File: src/sv/fwhb_pkg.sv
// Shared types, constants and CRC functions for the firmware image header builder.
package fwhb_pkg;

   // CRC-32, reflected form
   localparam logic [31:0] CRC_POLY     = 32'hEDB8_8320;
   localparam logic [31:0] ALL_ONES     = 32'hFFFF_FFFF;

   // Vector table address windows
   localparam logic [31:0] SRAM_MASK    = 32'h2FFE_0000;
   localparam logic [31:0] SRAM_BASE    = 32'h2000_0000;
   localparam logic [31:0] FLASH_MASK   = 32'hFF00_0000;
   localparam logic [31:0] FLASH_BASE   = 32'h0800_0000;

   // Header layout
   localparam logic [15:0] HDR_BYTES    = 16'd32;
   localparam logic [31:0] MIN_IMAGE    = 32'd8;
   localparam logic [2:0]  LAST_WORD    = 3'd7;

   // Depth of the job queue between front and back
   localparam int unsigned JOB_QUEUE_DEPTH = 2;

   // Register indexes of the csr port
   localparam int unsigned CSR_IDX_W = 3;
   localparam logic [CSR_IDX_W-1:0] CSR_MAGIC      = 3'd0;
   localparam logic [CSR_IDX_W-1:0] CSR_HDR_VER    = 3'd1;
   localparam logic [CSR_IDX_W-1:0] CSR_APP_VER    = 3'd2;
   localparam logic [CSR_IDX_W-1:0] CSR_IMAGE_KIND = 3'd3;
   localparam logic [CSR_IDX_W-1:0] CSR_LOAD_ADDR  = 3'd4;
   localparam logic [CSR_IDX_W-1:0] CSR_SIZE_LIMIT = 3'd5;

   typedef enum logic [2:0] {
      ST_OK        = 3'd0,
      ST_TOO_LARGE = 3'd1,
      ST_TOO_SMALL = 3'd2,
      ST_BAD_STACK = 3'd3,
      ST_BAD_RESET = 3'd4
   } status_type;

   typedef struct packed {
      logic [7:0] data_byte;
      logic       last_byte;
   } req_type;

   typedef struct packed {
      logic [31:0] header_word;
      logic [2:0]  word_index;
      logic        final_word;
      logic [2:0]  status;
   } rsp_type;

   typedef struct packed {
      logic [31:0] package_magic;
      logic [15:0] header_format_version;
      logic [31:0] application_version;
      logic [31:0] image_kind;
      logic [31:0] load_address;
      logic [31:0] size_limit;
   } cfg_type;

   // One finished image, handed from front to back
   typedef struct packed {
      status_type  status;
      logic [31:0] byte_len;
      logic [31:0] image_crc;
   } job_type;

   // One byte through the reflected CRC; flattens to an XOR network
   function automatic logic [31:0] crc_byte(input logic [31:0] crc, input logic [7:0] b);
      logic [31:0] c;
      c = crc ^ {24'd0, b};
      for (int k = 0; k < 8; k++) begin
         c = c[0] ? ((c >> 1) ^ CRC_POLY) : (c >> 1);
      end
      return c;
   endfunction

   // Four bytes, least significant first
   function automatic logic [31:0] crc_word(input logic [31:0] crc, input logic [31:0] w);
      logic [31:0] c;
      c = crc;
      for (int k = 0; k < 4; k++) begin
         c = crc_byte(c, w[k*8 +: 8]);
      end
      return c;
   endfunction

endpackage

File: src/sv/fwhb_front.sv
// Front end: per-byte CRC, byte count, vector capture and image validation.
module fwhb_front (
   input  logic              clock,
   input  logic              reset,
   input  logic              req_accept,
   input  fwhb_pkg::req_type req_data,
   input  logic [31:0]       size_limit,
   output logic              job_push,
   output fwhb_pkg::job_type job
);
   import fwhb_pkg::*;

   logic [31:0] crc_ff, crc_in;
   logic [31:0] count_ff, count_in;
   logic [31:0] stack_ff, stack_in;
   logic [31:0] rvec_ff, rvec_in;

   logic [31:0] crc_nxt, count_nxt, stack_nxt, rvec_nxt;
   logic [31:0] byte_shifted;
   status_type  status;

   // Running image state after the current byte
   always_comb begin
      byte_shifted = {24'd0, req_data.data_byte} << {count_ff[1:0], 3'b000};
      crc_nxt   = crc_byte(crc_ff, req_data.data_byte);
      count_nxt = (count_ff == ALL_ONES) ? count_ff : count_ff + 32'd1;
      stack_nxt = stack_ff;
      rvec_nxt  = rvec_ff;
      if (count_ff < 32'd4) begin
         stack_nxt = stack_ff | byte_shifted;
      end else if (count_ff < MIN_IMAGE) begin
         rvec_nxt = rvec_ff | byte_shifted;
      end
   end

   // Validation, first failing check wins
   always_comb begin
      if (count_nxt > size_limit) begin
         status = ST_TOO_LARGE;
      end else if (count_nxt < MIN_IMAGE) begin
         status = ST_TOO_SMALL;
      end else if ((stack_nxt & SRAM_MASK) != SRAM_BASE) begin
         status = ST_BAD_STACK;
      end else if ((rvec_nxt & FLASH_MASK) != FLASH_BASE) begin
         status = ST_BAD_RESET;
      end else begin
         status = ST_OK;
      end
   end

   assign job_push       = req_accept & req_data.last_byte;
   assign job.status     = status;
   assign job.byte_len   = count_nxt;
   assign job.image_crc  = crc_nxt ^ ALL_ONES;

   // State clears after the last byte of each image
   always_comb begin
      crc_in   = crc_ff;
      count_in = count_ff;
      stack_in = stack_ff;
      rvec_in  = rvec_ff;
      if (req_accept) begin
         if (req_data.last_byte) begin
            crc_in   = ALL_ONES;
            count_in = '0;
            stack_in = '0;
            rvec_in  = '0;
         end else begin
            crc_in   = crc_nxt;
            count_in = count_nxt;
            stack_in = stack_nxt;
            rvec_in  = rvec_nxt;
         end
      end
   end

   always_ff @(posedge clock) begin
      if (reset) begin
         crc_ff   <= ALL_ONES;
         count_ff <= '0;
         stack_ff <= '0;
         rvec_ff  <= '0;
      end else begin
         crc_ff   <= crc_in;
         count_ff <= count_in;
         stack_ff <= stack_in;
         rvec_ff  <= rvec_in;
      end
   end

endmodule

File: src/sv/fwhb_queue.sv
// Short job queue between the front end and the header emitter.
module fwhb_queue #(
   parameter int unsigned DEPTH = fwhb_pkg::JOB_QUEUE_DEPTH
) (
   input  logic              clock,
   input  logic              reset,
   input  logic              push_en,
   input  fwhb_pkg::job_type push_job,
   input  logic              pop_en,
   output fwhb_pkg::job_type pop_job,
   output logic              q_full,
   output logic              q_valid
);
   import fwhb_pkg::*;

   localparam int unsigned PTR_W = (DEPTH > 1) ? $clog2(DEPTH) : 1;
   localparam int unsigned CNT_W = $clog2(DEPTH + 1);
   localparam logic [PTR_W-1:0] PTR_LAST = PTR_W'(DEPTH - 1);
   localparam logic [CNT_W-1:0] CNT_FULL = CNT_W'(DEPTH);

   job_type          slot_ff [DEPTH];
   logic [PTR_W-1:0] wptr_ff, wptr_in;
   logic [PTR_W-1:0] rptr_ff, rptr_in;
   logic [CNT_W-1:0] count_ff, count_in;
   logic             do_push, do_pop;

   assign q_full  = (count_ff == CNT_FULL);
   assign q_valid = (count_ff != '0);
   assign do_push = push_en & ~q_full;
   assign do_pop  = pop_en & q_valid;
   assign pop_job = slot_ff[rptr_ff];

   // Pointer and occupancy update
   always_comb begin
      wptr_in  = wptr_ff;
      rptr_in  = rptr_ff;
      count_in = count_ff;
      if (do_push) begin
         wptr_in = (wptr_ff == PTR_LAST) ? '0 : wptr_ff + PTR_W'(1);
      end
      if (do_pop) begin
         rptr_in = (rptr_ff == PTR_LAST) ? '0 : rptr_ff + PTR_W'(1);
      end
      if (do_push && !do_pop) begin
         count_in = count_ff + CNT_W'(1);
      end else if (do_pop && !do_push) begin
         count_in = count_ff - CNT_W'(1);
      end
   end

   always_ff @(posedge clock) begin
      if (reset) begin
         wptr_ff  <= '0;
         rptr_ff  <= '0;
         count_ff <= '0;
      end else begin
         wptr_ff  <= wptr_in;
         rptr_ff  <= rptr_in;
         count_ff <= count_in;
      end
   end

   // Payload slots
   always_ff @(posedge clock) begin
      if (do_push) begin
         slot_ff[wptr_ff] <= push_job;
      end
   end

endmodule

File: src/sv/fwhb_back.sv
// Back end: emits one error word or the eight header words per job.
module fwhb_back (
   input  logic              clock,
   input  logic              reset,
   input  fwhb_pkg::cfg_type cfg,
   input  logic              job_valid,
   input  fwhb_pkg::job_type job,
   output logic              job_pop,
   input  logic              pop,
   output logic              empty,
   output fwhb_pkg::rsp_type rsp_data
);
   import fwhb_pkg::*;

   logic        busy_ff, busy_in;
   job_type     job_ff, job_in;
   logic [2:0]  idx_ff, idx_in;
   logic [31:0] hc_ff, hc_in;
   logic        rsp_valid_ff, rsp_valid_in;
   rsp_type     rsp_ff, rsp_in;

   logic        advance, emit, done, is_err;
   logic [31:0] word;

   assign advance = ~rsp_valid_ff | pop;
   assign emit    = advance & busy_ff;
   assign is_err  = (job_ff.status != ST_OK);
   assign done    = emit & (is_err | (idx_ff == LAST_WORD));
   assign job_pop = job_valid & (~busy_ff | done);

   // Header word at the current position
   always_comb begin
      case (idx_ff)
         3'd0:    word = cfg.package_magic;
         3'd1:    word = {cfg.header_format_version, HDR_BYTES};
         3'd2:    word = cfg.application_version;
         3'd3:    word = job_ff.byte_len;
         3'd4:    word = job_ff.image_crc;
         3'd5:    word = cfg.load_address;
         3'd6:    word = cfg.image_kind;
         3'd7:    word = hc_ff ^ ALL_ONES;
         default: word = '0;
      endcase
   end

   // Sequencing and output register
   always_comb begin
      busy_in      = busy_ff;
      job_in       = job_ff;
      idx_in       = idx_ff;
      hc_in        = hc_ff;
      rsp_valid_in = rsp_valid_ff & ~pop;
      rsp_in       = rsp_ff;
      if (emit) begin
         rsp_valid_in = 1'b1;
         if (is_err) begin
            rsp_in.header_word = '0;
            rsp_in.word_index  = '0;
            rsp_in.final_word  = 1'b1;
            rsp_in.status      = job_ff.status;
         end else begin
            rsp_in.header_word = word;
            rsp_in.word_index  = idx_ff;
            rsp_in.final_word  = (idx_ff == LAST_WORD);
            rsp_in.status      = ST_OK;
         end
         idx_in = idx_ff + 3'd1;
         hc_in  = crc_word(hc_ff, word);
      end
      if (done) begin
         busy_in = 1'b0;
      end
      if (job_pop) begin
         busy_in = 1'b1;
         job_in  = job;
         idx_in  = '0;
         hc_in   = ALL_ONES;
      end
   end

   always_ff @(posedge clock) begin
      if (reset) begin
         busy_ff      <= 1'b0;
         rsp_valid_ff <= 1'b0;
         idx_ff       <= '0;
      end else begin
         busy_ff      <= busy_in;
         rsp_valid_ff <= rsp_valid_in;
         idx_ff       <= idx_in;
      end
   end

   always_ff @(posedge clock) begin
      job_ff <= job_in;
      hc_ff  <= hc_in;
      rsp_ff <= rsp_in;
   end

   assign empty    = ~rsp_valid_ff;
   assign rsp_data = rsp_ff;

   // A passing header streams without gaps once its words are taken
   a_word_follows: assert property (@(posedge clock) disable iff (reset)
      (rsp_valid_ff && pop && !rsp_ff.final_word) |=>
         (rsp_valid_ff && rsp_ff.word_index == $past(rsp_ff.word_index) + 3'd1))
      else $error("header word missing or out of order");

   // Error transactions carry a single zero word
   a_error_shape: assert property (@(posedge clock) disable iff (reset)
      (rsp_valid_ff && rsp_ff.status != ST_OK) |->
         (rsp_ff.final_word && rsp_ff.word_index == '0 && rsp_ff.header_word == '0))
      else $error("malformed error transaction");

   // A passing header ends only at its last word
   a_final_position: assert property (@(posedge clock) disable iff (reset)
      (rsp_valid_ff && rsp_ff.status == ST_OK) |->
         (rsp_ff.final_word == (rsp_ff.word_index == LAST_WORD)))
      else $error("final flag on wrong header word");

   // No new job is taken while one is in flight
   a_no_overlap: assert property (@(posedge clock) disable iff (reset)
      (busy_ff && !done) |-> !job_pop)
      else $error("job taken while emitter busy");

endmodule

File: src/sv/firmware_image_header_builder.sv
// Top level: csr registers, byte front end, job queue and header emitter.
//
//   channel   handshake            payload
//   ------    ---------            -------
//   request   push / full          req_data  (data_byte, last_byte)
//   response  pop / empty          rsp_data  (header_word, word_index, final_word, status)
//   csr       csr_we               csr_index, csr_wdata
//
// The front end takes one byte per cycle unless full; the CRC update is one byte-wide XOR
// network. On the last byte a job enters a QUEUE_DEPTH-entry queue; full is high while it
// is full. The emitter drains eight words for a passing image and one for a failed one,
// one word per cycle through the output register; pop low holds the current word.
// Synchronous active-high reset clears the image state, queue, emitter and csr registers.
module firmware_image_header_builder #(
   parameter int unsigned QUEUE_DEPTH = fwhb_pkg::JOB_QUEUE_DEPTH
) (
   input  logic                               clock,
   input  logic                               reset,
   input  logic                               push,
   output logic                               full,
   input  fwhb_pkg::req_type                  req_data,
   output logic                               empty,
   input  logic                               pop,
   output fwhb_pkg::rsp_type                  rsp_data,
   input  logic                               csr_we,
   input  logic [fwhb_pkg::CSR_IDX_W-1:0]     csr_index,
   input  logic [31:0]                        csr_wdata
);
   import fwhb_pkg::*;

   cfg_type cfg_ff, cfg_in;
   logic    req_accept;
   logic    job_push, job_pop, job_valid;
   job_type front_job, queue_job;

   // Register writes; unknown indexes are dropped
   always_comb begin
      cfg_in = cfg_ff;
      if (csr_we) begin
         case (csr_index)
            CSR_MAGIC:      cfg_in.package_magic         = csr_wdata;
            CSR_HDR_VER:    cfg_in.header_format_version = csr_wdata[15:0];
            CSR_APP_VER:    cfg_in.application_version   = csr_wdata;
            CSR_IMAGE_KIND: cfg_in.image_kind            = csr_wdata;
            CSR_LOAD_ADDR:  cfg_in.load_address          = csr_wdata;
            CSR_SIZE_LIMIT: cfg_in.size_limit            = csr_wdata;
            default:        cfg_in = cfg_ff;
         endcase
      end
   end

   always_ff @(posedge clock) begin
      if (reset) begin
         cfg_ff <= '0;
      end else begin
         cfg_ff <= cfg_in;
      end
   end

   assign req_accept = push & ~full;

   fwhb_front u_front (
      .clock      (clock),
      .reset      (reset),
      .req_accept (req_accept),
      .req_data   (req_data),
      .size_limit (cfg_ff.size_limit),
      .job_push   (job_push),
      .job        (front_job)
   );

   fwhb_queue #(
      .DEPTH (QUEUE_DEPTH)
   ) u_queue (
      .clock    (clock),
      .reset    (reset),
      .push_en  (job_push),
      .push_job (front_job),
      .pop_en   (job_pop),
      .pop_job  (queue_job),
      .q_full   (full),
      .q_valid  (job_valid)
   );

   fwhb_back u_back (
      .clock     (clock),
      .reset     (reset),
      .cfg       (cfg_ff),
      .job_valid (job_valid),
      .job       (queue_job),
      .job_pop   (job_pop),
      .pop       (pop),
      .empty     (empty),
      .rsp_data  (rsp_data)
   );

endmodule
File: config.mk
export PLATFORM = sky130hd
export DESIGN_NAME = firmware_image_header_builder
export DESIGN_NICKNAME = d
export VERILOG_FILES = /design/src/sv/fwhb_pkg.sv /design/src/sv/fwhb_front.sv /design/src/sv/fwhb_queue.sv /design/src/sv/fwhb_back.sv /design/src/sv/firmware_image_header_builder.sv
export SDC_FILE = /design/constraint.sdc
export NUM_CORES = 1
export LEC_CHECK = 0
export ABC_AREA = 0
export BUFFER_PORTS_ARGS = -buffer_cell sky130_fd_sc_hd__buf_2
export CORE_MARGIN = 1.5
export CORE_UTILIZATION = 40
export CTS_CLUSTER_SIZE = 20
export DETAILED_ROUTE_END_ITERATION = 8
export GPL_TIMING_DRIVEN = 0
export PLACE_DENSITY = 0.6
export SYNTH_ARGS = -nofsm -noshare
export SYNTH_HDL_FRONTEND = slang
export SYNTH_SLANG_ARGS = --single-unit
File: constraint.sdc
create_clock -name clock -period 5.2 [get_ports clock]
set_input_delay 0.78 -clock clock [delete_from_list [all_inputs] [get_ports clock]]
set_output_delay 0.78 -clock clock [all_outputs]
set_load 0.02 [all_outputs]
==> flow_summary.json, run 1 <==
{
  "status": "finished clean",
  "wl_per_cell_um": 24.2,
  "start_util": 0.407,
  "hold_viol": 0,
  "avgSynthCellArea_um2": 10.4,
  "maxCapViolCount": 0,
  "cp-start-kind": "flip-flop",
  "final_common_cell": "nand2_1",
  "finish.instance_area_mm2": 0.0323,
  "globalplace.congestion": 0.949,
  "antenna_found_initial": 7,
  "post-route-period-util": 0.988,
  "syn_to_final_growth_pct": 22.4,
  "die_area_mm2": 0.0675,
  "grt_max_degree": 49,
  "core_mm2": 0.0648,
  "synth_seq_cells": 541,
  "die_w_um": 260,
  "dr.pass1.iters": 8,
  "yosysWarnings": 0,
  "drtAntennaViolNets": 0,
  "fin_nets": 2906,
  "htree_levels": 2,
  "vias": 20400,
  "grt_pass1_vias": 19700,
  "cts_root_buffer": "clkbuf_16",
  "cp-end-kind": "flip-flop",
  "dieHeight_um": 260,
  "clock_skew_ps": 40.2,
  "finalCriticalPeriod_ps": 5140,
  "hold_class": "primary input to flip-flop",
  "critPathKind": "flip-flop to flip-flop",
  "ys_types": 72,
  "overflow": 0,
  "timing.final.ws_setup_ps": 63.0,
  "numCtsBuffers": 58,
  "routed_wl_um": 90200,
  "synth_area_mm2": 0.0264,
  "cts.clk_slew.worst_paths_ps": 60,
  "ys.flop_type": "dfxtp_1",
  "dpl_cell_area_mm2": 0.0280,
  "synthArstFlopShare": 0,
  "pre_cts_ws_ps": -1800,
  "drt-initial-drc-count": 2046,
  "tritoncts": "built",
  "setup_tns_ps": 0,
  "critPathRequiredTime_ps": 5750,
  "tightest_slew_ps": 1210,
  "max_freq_mhz": 195,
  "drc": 0,
  "synth_edf_count": 240,
  "clock_sinks": 541,
  "final_max_slew_viol_count": 0,
  "via_per_inst": 5.48,
  "cp.arrival_ps": 5690,
  "clock_latency_ps": 640,
  "port_buffers": 89,
  "mostFrequentLayoutCells": "479 x nand2_1, 297 x dfxtp_1, 240 x edfxtp_1",
  "grt_pass1_wl_um": 132000,
  "synth_nets": 2632,
  "synthCells": 2543,
  "track_usage": 0.265,
  "layout-drive-gt1-share": 0.206,
  "rsz0062_at_grt": "yes",
  "ios": 90,
  "cts_max_path_buffers": 3,
  "reg2reg_slack_ps": 60,
  "seq_area_frac_synth": 0.501,
  "hpwl_um": 67300,
  "core.rowCount": 93,
  "critical_path.max_fanout": 7,
  "slew_headroom": 0.189,
  "setup_violations": 0
}
## logic make-up (layout without fill, tap and decap cells)
| group | after synthesis | in the layout | synth area share |
|---|---|---|---|
| xor gates and xnor gates | 357 | 357 | 0.156 |
| and+or+nand+nor | 809 | 809 | 0.133 |
| AOI/OAI and AO/OA | 478 | 478 | 0.119 |
| muxes | 86 | 86 | 0.0364 |
| other | 0 | 3 | 0 |
| DFF | 541 | 541 | 0.501 |
| adders and majority gates | 40 | 40 | 0.0190 |
| buffers and inverters | 232 | 556 | 0.0345 |
## worst max-delay path, cell delays in order (launching register included)
cell        delay, ps
dfxtp_4           380
buf_6             110
clkinvlp_4         90
clkbuf_16         150
ha_4              180
or4_4             440
or2_1             230
buf_6             160
o32ai_4           260
xor2_4            240
buf_6             180
xnor2_4           150
buf_4             200
xnor3_2           470
xnor3_1           450
xnor3_2           380
xnor3_2           360
xor2_1            200
or3_4             360
o2111ai_2          70
## synthesized netlist by cell type, drive strengths merged, types with 3 or more instances
library cell  number  area (µm²)
ha                40         500
and2              16         100
a211oi             3        22.5
xnor3             42         957
or4                6        48.8
o22ai              9        56.3
nand3b             4        30.0
a41oi             13         129
a22o               8        70.1
a31oi             25         171
nand2            479        1800
buf               30         153
nor3              34         170
o2111ai            7        61.3
o211ai            60         450
nor4              19         119
clkbuf           133         499
dfxtp            301        6030
a21oi            216        1080
or3               14        87.6
a21o               6        45.0
nand3             43         215
xnor2            229        2240
nand2b            18         113
a22oi             39         293
o22a               5        43.8
o32ai              6         124
a221oi             9        78.8
and3               6        37.5
or2                3        18.8
edfxtp           240        7210
o21a               6        45.0
o21ai             34         170
nor2b             33         206
xor2              82         831
nor2             111         419
mux2i              6        60.1
mux2              80         901
a222oi            18         180
nand4             17         106
xor3               4        95.1
inv               69         259
## layout make-up
class,instances,area (µm²)
clock buffers,79,1640
plain buffers,159,729
inverters,69,263
multi-input cells,1770,13400
repair buffers,218,1560
clock inverters,31,355
fillers,5822,32500
diodes,3,7.51
flip-flops and latches,541,13200
well taps,855,1070
## layer usage
layer  share of wire  GRT usage
met1            0.41      0.342
met2            0.47      0.441
met3           0.066     0.0424
met4           0.046      0.106
met5         0.00041          0
## final timing paths
path,start,to,depth (start not counted)
min reg2reg,cfg_ff[170],cfg_ff[170],2
min,csr_wdata[31],cfg_ff[63],3
max reg2reg,u_back.idx_ff[2],u_back.hc_ff[22],19
max,u_back.idx_ff[2],u_back.hc_ff[22],19
## state kept, by name, indices dropped and copies added (netlist names)
register and cells:
u_queue.rptr_ff 1, u_back.hc_ff 32, cfg_ff 176, u_front.stack_ff 12
u_back.idx_ff 3, u_back.job_ff 67, u_front.rvec_ff 8, u_front.count_ff 32
u_queue.slot_ff 134, u_queue.wptr_ff 1, u_queue.count_ff 2, u_back.busy_ff 1
u_front.crc_ff 32, u_back.rsp_valid_ff 1, u_back.rsp_data 39
## stage by stage
stage                     instances   util  hold slack (ps)
final                          3725  0.499              414
after global routing           3723  0.499              399
after CTS                      3668  0.486              380
after detailed placement       3491  0.433              446
after global placement         3487  0.431              440
after floorplan                2543      -              432
## what timing repair did
item,in CTS,in global routing
setup buffers,68,57
cloned,0,1
setup endpoints to repair,38,34
resized for setup,140,77
endpoints found under the hold margin,0,0
hold buffers,0,0
pin swaps,45,36
Power of run 1 is not shown: default switching activity piles up to over one toggle a cycle in this logic, so the estimate is an artifact.
==> run 2: changes to the inputs <==
GPL_TIMING_DRIVEN = 1   (was 0)
==> run 2 against run 1 <==
- sequential cell count unchanged
- register-to-register slack improved by 60 ps
- die area unchanged
- sequential share of layout area increased by 1.9 points
- critical path depth decreased by 3
- design area decreased by 4.4%
- via count decreased by 3.6%
- setup slack improved by 58 ps
- first-iteration DRC count decreased by 8.6%
- critical endpoint unchanged
==> flow_summary.json, run 2 (synthesis results as in run 1) <==
{
  "crit_path_start": "u_back.idx_ff[0]",
  "layout-drive-gt1-share": 0.197,
  "post-route-period-util": 0.977,
  "rr_startpoint": "u_back.idx_ff[0]",
  "dr.pass1.iters": 6,
  "reg.largest.list": "cfg_ff x176, u_queue.slot_ff x134, u_back.job_ff x67",
  "syn_to_final_growth_pct": 17.0,
  "multi_input_area_mm2": 0.0125,
  "clock_sinks": 541,
  "port_buffers": 89,
  "grt_pass1_vias": 19400,
  "rr_worst_depth": 16,
  "hold_viol": 0,
  "tritoncts": "built",
  "clock_skew_ps": 29.0,
  "vias": 19700,
  "cp.arrival_ps": 5640,
  "rsz0062_at_grt": "yes",
  "largest_reg_flops": 176,
  "drtAntennaViolNets": 0,
  "instances_no_fill": 3601,
  "max_freq_mhz": 197,
  "setup_tns_ps": 0,
  "ios": 90,
  "numCtsBuffers": 59,
  "cts.clk_slew.worst_paths_ps": 60,
  "final_common_cell": "nand2_1",
  "wl_per_cell_um": 23.3,
  "grt_max_degree": 132,
  "htree_levels": 2,
  "dpl_cell_area_mm2": 0.0285,
  "maxCapViolCount": 0,
  "fillers": 5967,
  "grt_pass1_wl_um": 123000,
  "cp-start-kind": "flip-flop",
  "mostFrequentLayoutCells": "477 x nand2_1, 292 x dfxtp_1, 240 x edfxtp_1",
  "via_per_inst": 5.46,
  "setup_violations": 0,
  "cp-end-kind": "flip-flop",
  "critPathRequiredTime_ps": 5770,
  "rr_endpoint": "u_back.hc_ff[22]",
  "ff_latch_area_mm2": 0.0132,
  "die_area_mm2": 0.0675,
  "final_max_slew_viol_count": 0,
  "slew_headroom": 0.180,
  "top_register": "cfg_ff",
  "hpwl_um": 60000,
  "critical_path.max_fanout": 25,
  "critPathKind": "flip-flop to flip-flop",
  "finalCriticalPeriod_ps": 5080,
  "cts_max_path_buffers": 3,
  "status": "finished clean",
  "dieHeight_um": 260,
  "core_mm2": 0.0648,
  "dpl.cell_count": 3473,
  "drt-initial-drc-count": 1871,
  "drc": 0,
  "crit_end": "u_back.hc_ff[22]",
  "track_usage": 0.246,
  "hold_buffers": 0,
  "die_w_um": 260,
  "routed_wl_um": 83800,
  "tightest_slew_ps": 1230,
  "core.rowCount": 93,
  "reg2reg_slack_ps": 120,
  "fin_hold_ws_ps": 413,
  "finish.instance_area_mm2": 0.0309,
  "antenna_found_initial": 5,
  "start_util": 0.407,
  "clock_latency_ps": 650,
  "cts_root_buffer": "clkbuf_16",
  "hold_class": "primary input to flip-flop",
  "overflow": 0,
  "fin_nets": 2782,
  "globalplace.congestion": 0.941
}
## run 2: changes by cell type in the layout (fill, tap and decap cells not counted), moves of 9 or more
cell / delta
buf_4: +37
buf_1: -9
clkbuf_1: -118
buf_2: -12
xnor3_2: -15
xnor2_4: -25
xnor2_1: +22
xnor3_1: +15
## run 2: cell type report
type | instances | share of cell area
diodes | 3 | 0.000243
clock buffers | 82 | 0.0552
clock inverters | 29 | 0.0110
inverters | 69 | 0.00855
multi-input cells | 1770 | 0.405
flip-flops and latches | 541 | 0.429
well taps | 855 | 0.0346
repair buffers | 252 | 0.0564
## run 2: what timing repair did
item,in CTS,in global routing
pin swaps,0,13
setup buffers,0,14
gates resized for setup,2,43
endpoints found under the setup margin,6,22
## run 2: per-layer routing
layer	vias to the layer above	wire length (µm)	GRT usage
li1	9195	-	-
met1	9529	35300	0.322
met2	740	37500	0.379
met3	189	6280	0.0497
met4	6	4680	0.137
met5	-	35	0
## run 2: stage by stage
| stage | utilization | setup slack [ps] |
|---|---|---|
| after floorplan | - | -34.2 |
| after global placement | 0.440 | 18.4 |
| after detailed placement | 0.440 | -120 |
| after CTS | 0.471 | 13.4 |
| after global routing | 0.476 | -35.2 |
| final | 0.477 | 121 |
## run 2: critical path, stage by stage (launching register included)
cell	delay [ps]
dfxtp_1	350
ha_1	230
ha_1	210
or4_4	560
or2_1	280
buf_4	250
a41o_1	300
xnor2_4	200
buf_4	170
xnor2_1	270
xnor3_1	430
xnor3_1	430
xnor3_1	400
xnor3_1	330
xor2_1	180
or3_1	310
o2111ai_1	100
## run 2: worst min path at each step
stage | start | to | cells past startpoint
2_1_floorplan | cfg_ff[100] | cfg_ff[100] | 2
3_3_place_gp | cfg_ff[83] | cfg_ff[83] | 2
3_5_place_dp | u_back.job_ff[65] | u_back.rsp_data[1] | 0
4_1_cts | csr_wdata[26] | cfg_ff[26] | 3
5_1_grt | csr_wdata[26] | cfg_ff[90] | 3
6_report | csr_wdata[26] | cfg_ff[170] | 3
Power of run 2 is left out for the same reason.
==> run 3: changes to the inputs <==
--- a/config.mk
+++ b/config.mk
@@ -8,5 +8,5 @@
 export ABC_AREA = 0
 export BUFFER_PORTS_ARGS = -buffer_cell sky130_fd_sc_hd__buf_2
-export CORE_MARGIN = 1.5
+export CORE_MARGIN = 4
 export CORE_UTILIZATION = 40
 export CTS_CLUSTER_SIZE = 20
==> constraint.sdc (replaced) <==
create_clock -name clock -period 5.2 [get_ports clock]
set_input_delay 0.78 -clock clock [delete_from_list [all_inputs] [get_ports clock]]
set_output_delay 0.78 -clock clock [all_outputs]
set_load 0.01 [all_outputs]
==> run 3 against run 2 <==
- routed wire length rose by 0.13%
- clock-buffer cell count fell by 9
- first-iteration DRC count rose by 11%
- fmax barely moved
- sequential share of layout area rose by 0.51 points
- sequential cell count did not move
- utilization fell by 0.67 points
- critical path depth fell by 1
- global-route usage fell by 1.4 points
- setup slack improved by 1.1 ps
- worst hold slack improved by 9.3 ps
==> flow_summary.json, run 3 (synthesis results as in run 1) <==
{
  "status": "finished clean",
  "mostFrequentLayoutCells": "477 x nand2_1, 297 x dfxtp_1, 240 x edfxtp_1",
  "grt_max_degree": 191,
  "clock_sinks": 541,
  "grt_pass1_vias": 19000,
  "ios": 90,
  "post-route-period-util": 0.977,
  "routed_wl_um": 83900,
  "hold_class": "primary input to flip-flop",
  "tritoncts": "built",
  "rr_startpoint": "u_back.idx_ff[0]",
  "hpwl_um": 60400,
  "cts_max_path_buffers": 3,
  "critPathRequiredTime_ps": 5760,
  "dpl_cell_area_mm2": 0.0284,
  "dieHeight_um": 265,
  "final_common_cell": "nand2_1",
  "layout-drive-gt1-share": 0.179,
  "antenna_found_initial": 9,
  "globalplace.congestion": 0.924,
  "overflow": 0,
  "fin_hold_ws_ps": 422,
  "drtAntennaViolNets": 0,
  "cp.arrival_ps": 5630,
  "die_area_mm2": 0.0702,
  "hold_buffers": 0,
  "dr.pass1.iters": 6,
  "start_util": 0.407,
  "cts_root_buffer": "clkbuf_16",
  "cp-end-kind": "flip-flop",
  "cp-start-kind": "flip-flop",
  "slew_headroom": 0.101,
  "finalCriticalPeriod_ps": 5080,
  "grt_pass1_wl_um": 124000,
  "syn_to_final_growth_pct": 15.6,
  "reg.largest.list": "cfg_ff x176, u_queue.slot_ff x134, u_back.job_ff x67",
  "finish.instance_area_mm2": 0.0305,
  "largest_reg_flops": 176,
  "critical_path.max_fanout": 19,
  "die_w_um": 265,
  "top_register": "cfg_ff",
  "hp-start": "csr_wdata[22]",
  "final_max_slew_viol_count": 0,
  "clock_latency_ps": 640,
  "track_usage": 0.232,
  "max_freq_mhz": 197,
  "maxCapViolCount": 0,
  "final_util": 0.470,
  "fin_nets": 2760,
  "clock_skew_ps": 33.8,
  "core_mm2": 0.0649,
  "htree_levels": 2,
  "hold_viol": 0,
  "wl_per_cell_um": 23.5,
  "rsz0062_at_grt": "yes",
  "reg2reg_slack_ps": 120,
  "port_buffers": 89,
  "critPathKind": "flip-flop to flip-flop",
  "tightest_slew_ps": 1340,
  "drc": 0,
  "crit_path_start": "u_back.idx_ff[0]",
  "numCtsBuffers": 57,
  "cts.clk_slew.worst_paths_ps": 60,
  "core.rowCount": 93,
  "drt-initial-drc-count": 2083,
  "vias": 19600,
  "via_per_inst": 5.48,
  "setup_violations": 0
}
## run 3: changes by cell type in the layout (fill, tap and decap cells not counted), moves of 3 or more
cell        change
xnor2_2         -4
buf_4          -21
xnor3_2         -3
clkbuf_8       -10
clkinv_1        +8
dfxtp_1         +5
dfxtp_2         -5
xnor3_1         +3
xnor2_1         +6
clkinvlp_4      -4
a41oi_2         -3
## run 3: cell type report
| class | count | area, µm² |
|---|---|---|
| multi-input cells | 1770 | 12400 |
| clock buffers | 73 | 1550 |
| flip-flops and latches | 541 | 13200 |
| fillers | 5968 | 34400 |
| diodes | 4 | 10.0 |
| well taps | 855 | 1070 |
| repair buffers | 232 | 1610 |
| inverters | 69 | 260 |
| clock inverters | 35 | 352 |
## run 3: path summary, 6_finish.rpt
kind / to / depth (start not counted)
worst max-delay path: u_back.hc_ff[24] / 15
worst min-delay path: cfg_ff[54] / 3
worst max register to register: u_back.hc_ff[24] / 15
worst min register to register: cfg_ff[145] / 2
## run 3: critical path, stage by stage (launching register included)
cell and delay [ps]:
dfxtp_1 350, ha_1 230, ha_1 210, buf_4 230, buf_4 240, a222oi_1 440
a41oi_4 260, xnor2_2 310, xnor3_2 570, xnor3_1 430, xnor2_2 210, xnor3_2 360
xnor3_2 460, xnor2_1 200, or3_1 370, o2111ai_1 100
## run 3: metal layers
layer | routed length, µm | GRT usage | up-vias
met3 | 5910 | 0.0394 | 165
met4 | 3350 | 0.0837 | 10
met2 | 38700 | 0.373 | 745
met1 | 35900 | 0.317 | 9548
li1 | - | - | 9157
met5 | 57 | 0 | -
## run 3: stage by stage
stage                     setup TNS [ps]  instances  worst slack, ps
after floorplan                    -34.2       2543            -34.2
after global placement              -214       3454             -100
after detailed placement            -981       3454             -174
after CTS                              0       3562             17.8
after global routing                -156       3576            -30.4
final                                  0       3579              122
## run 3: repair_timing
action,4_1_cts,5_1_grt
gates resized for setup,4,20
endpoints found under the setup margin,10,17
setup buffers,0,13
endpoints found under the hold margin,0,0
pin swaps,0,8
Power of run 3 is left out for the same reason.
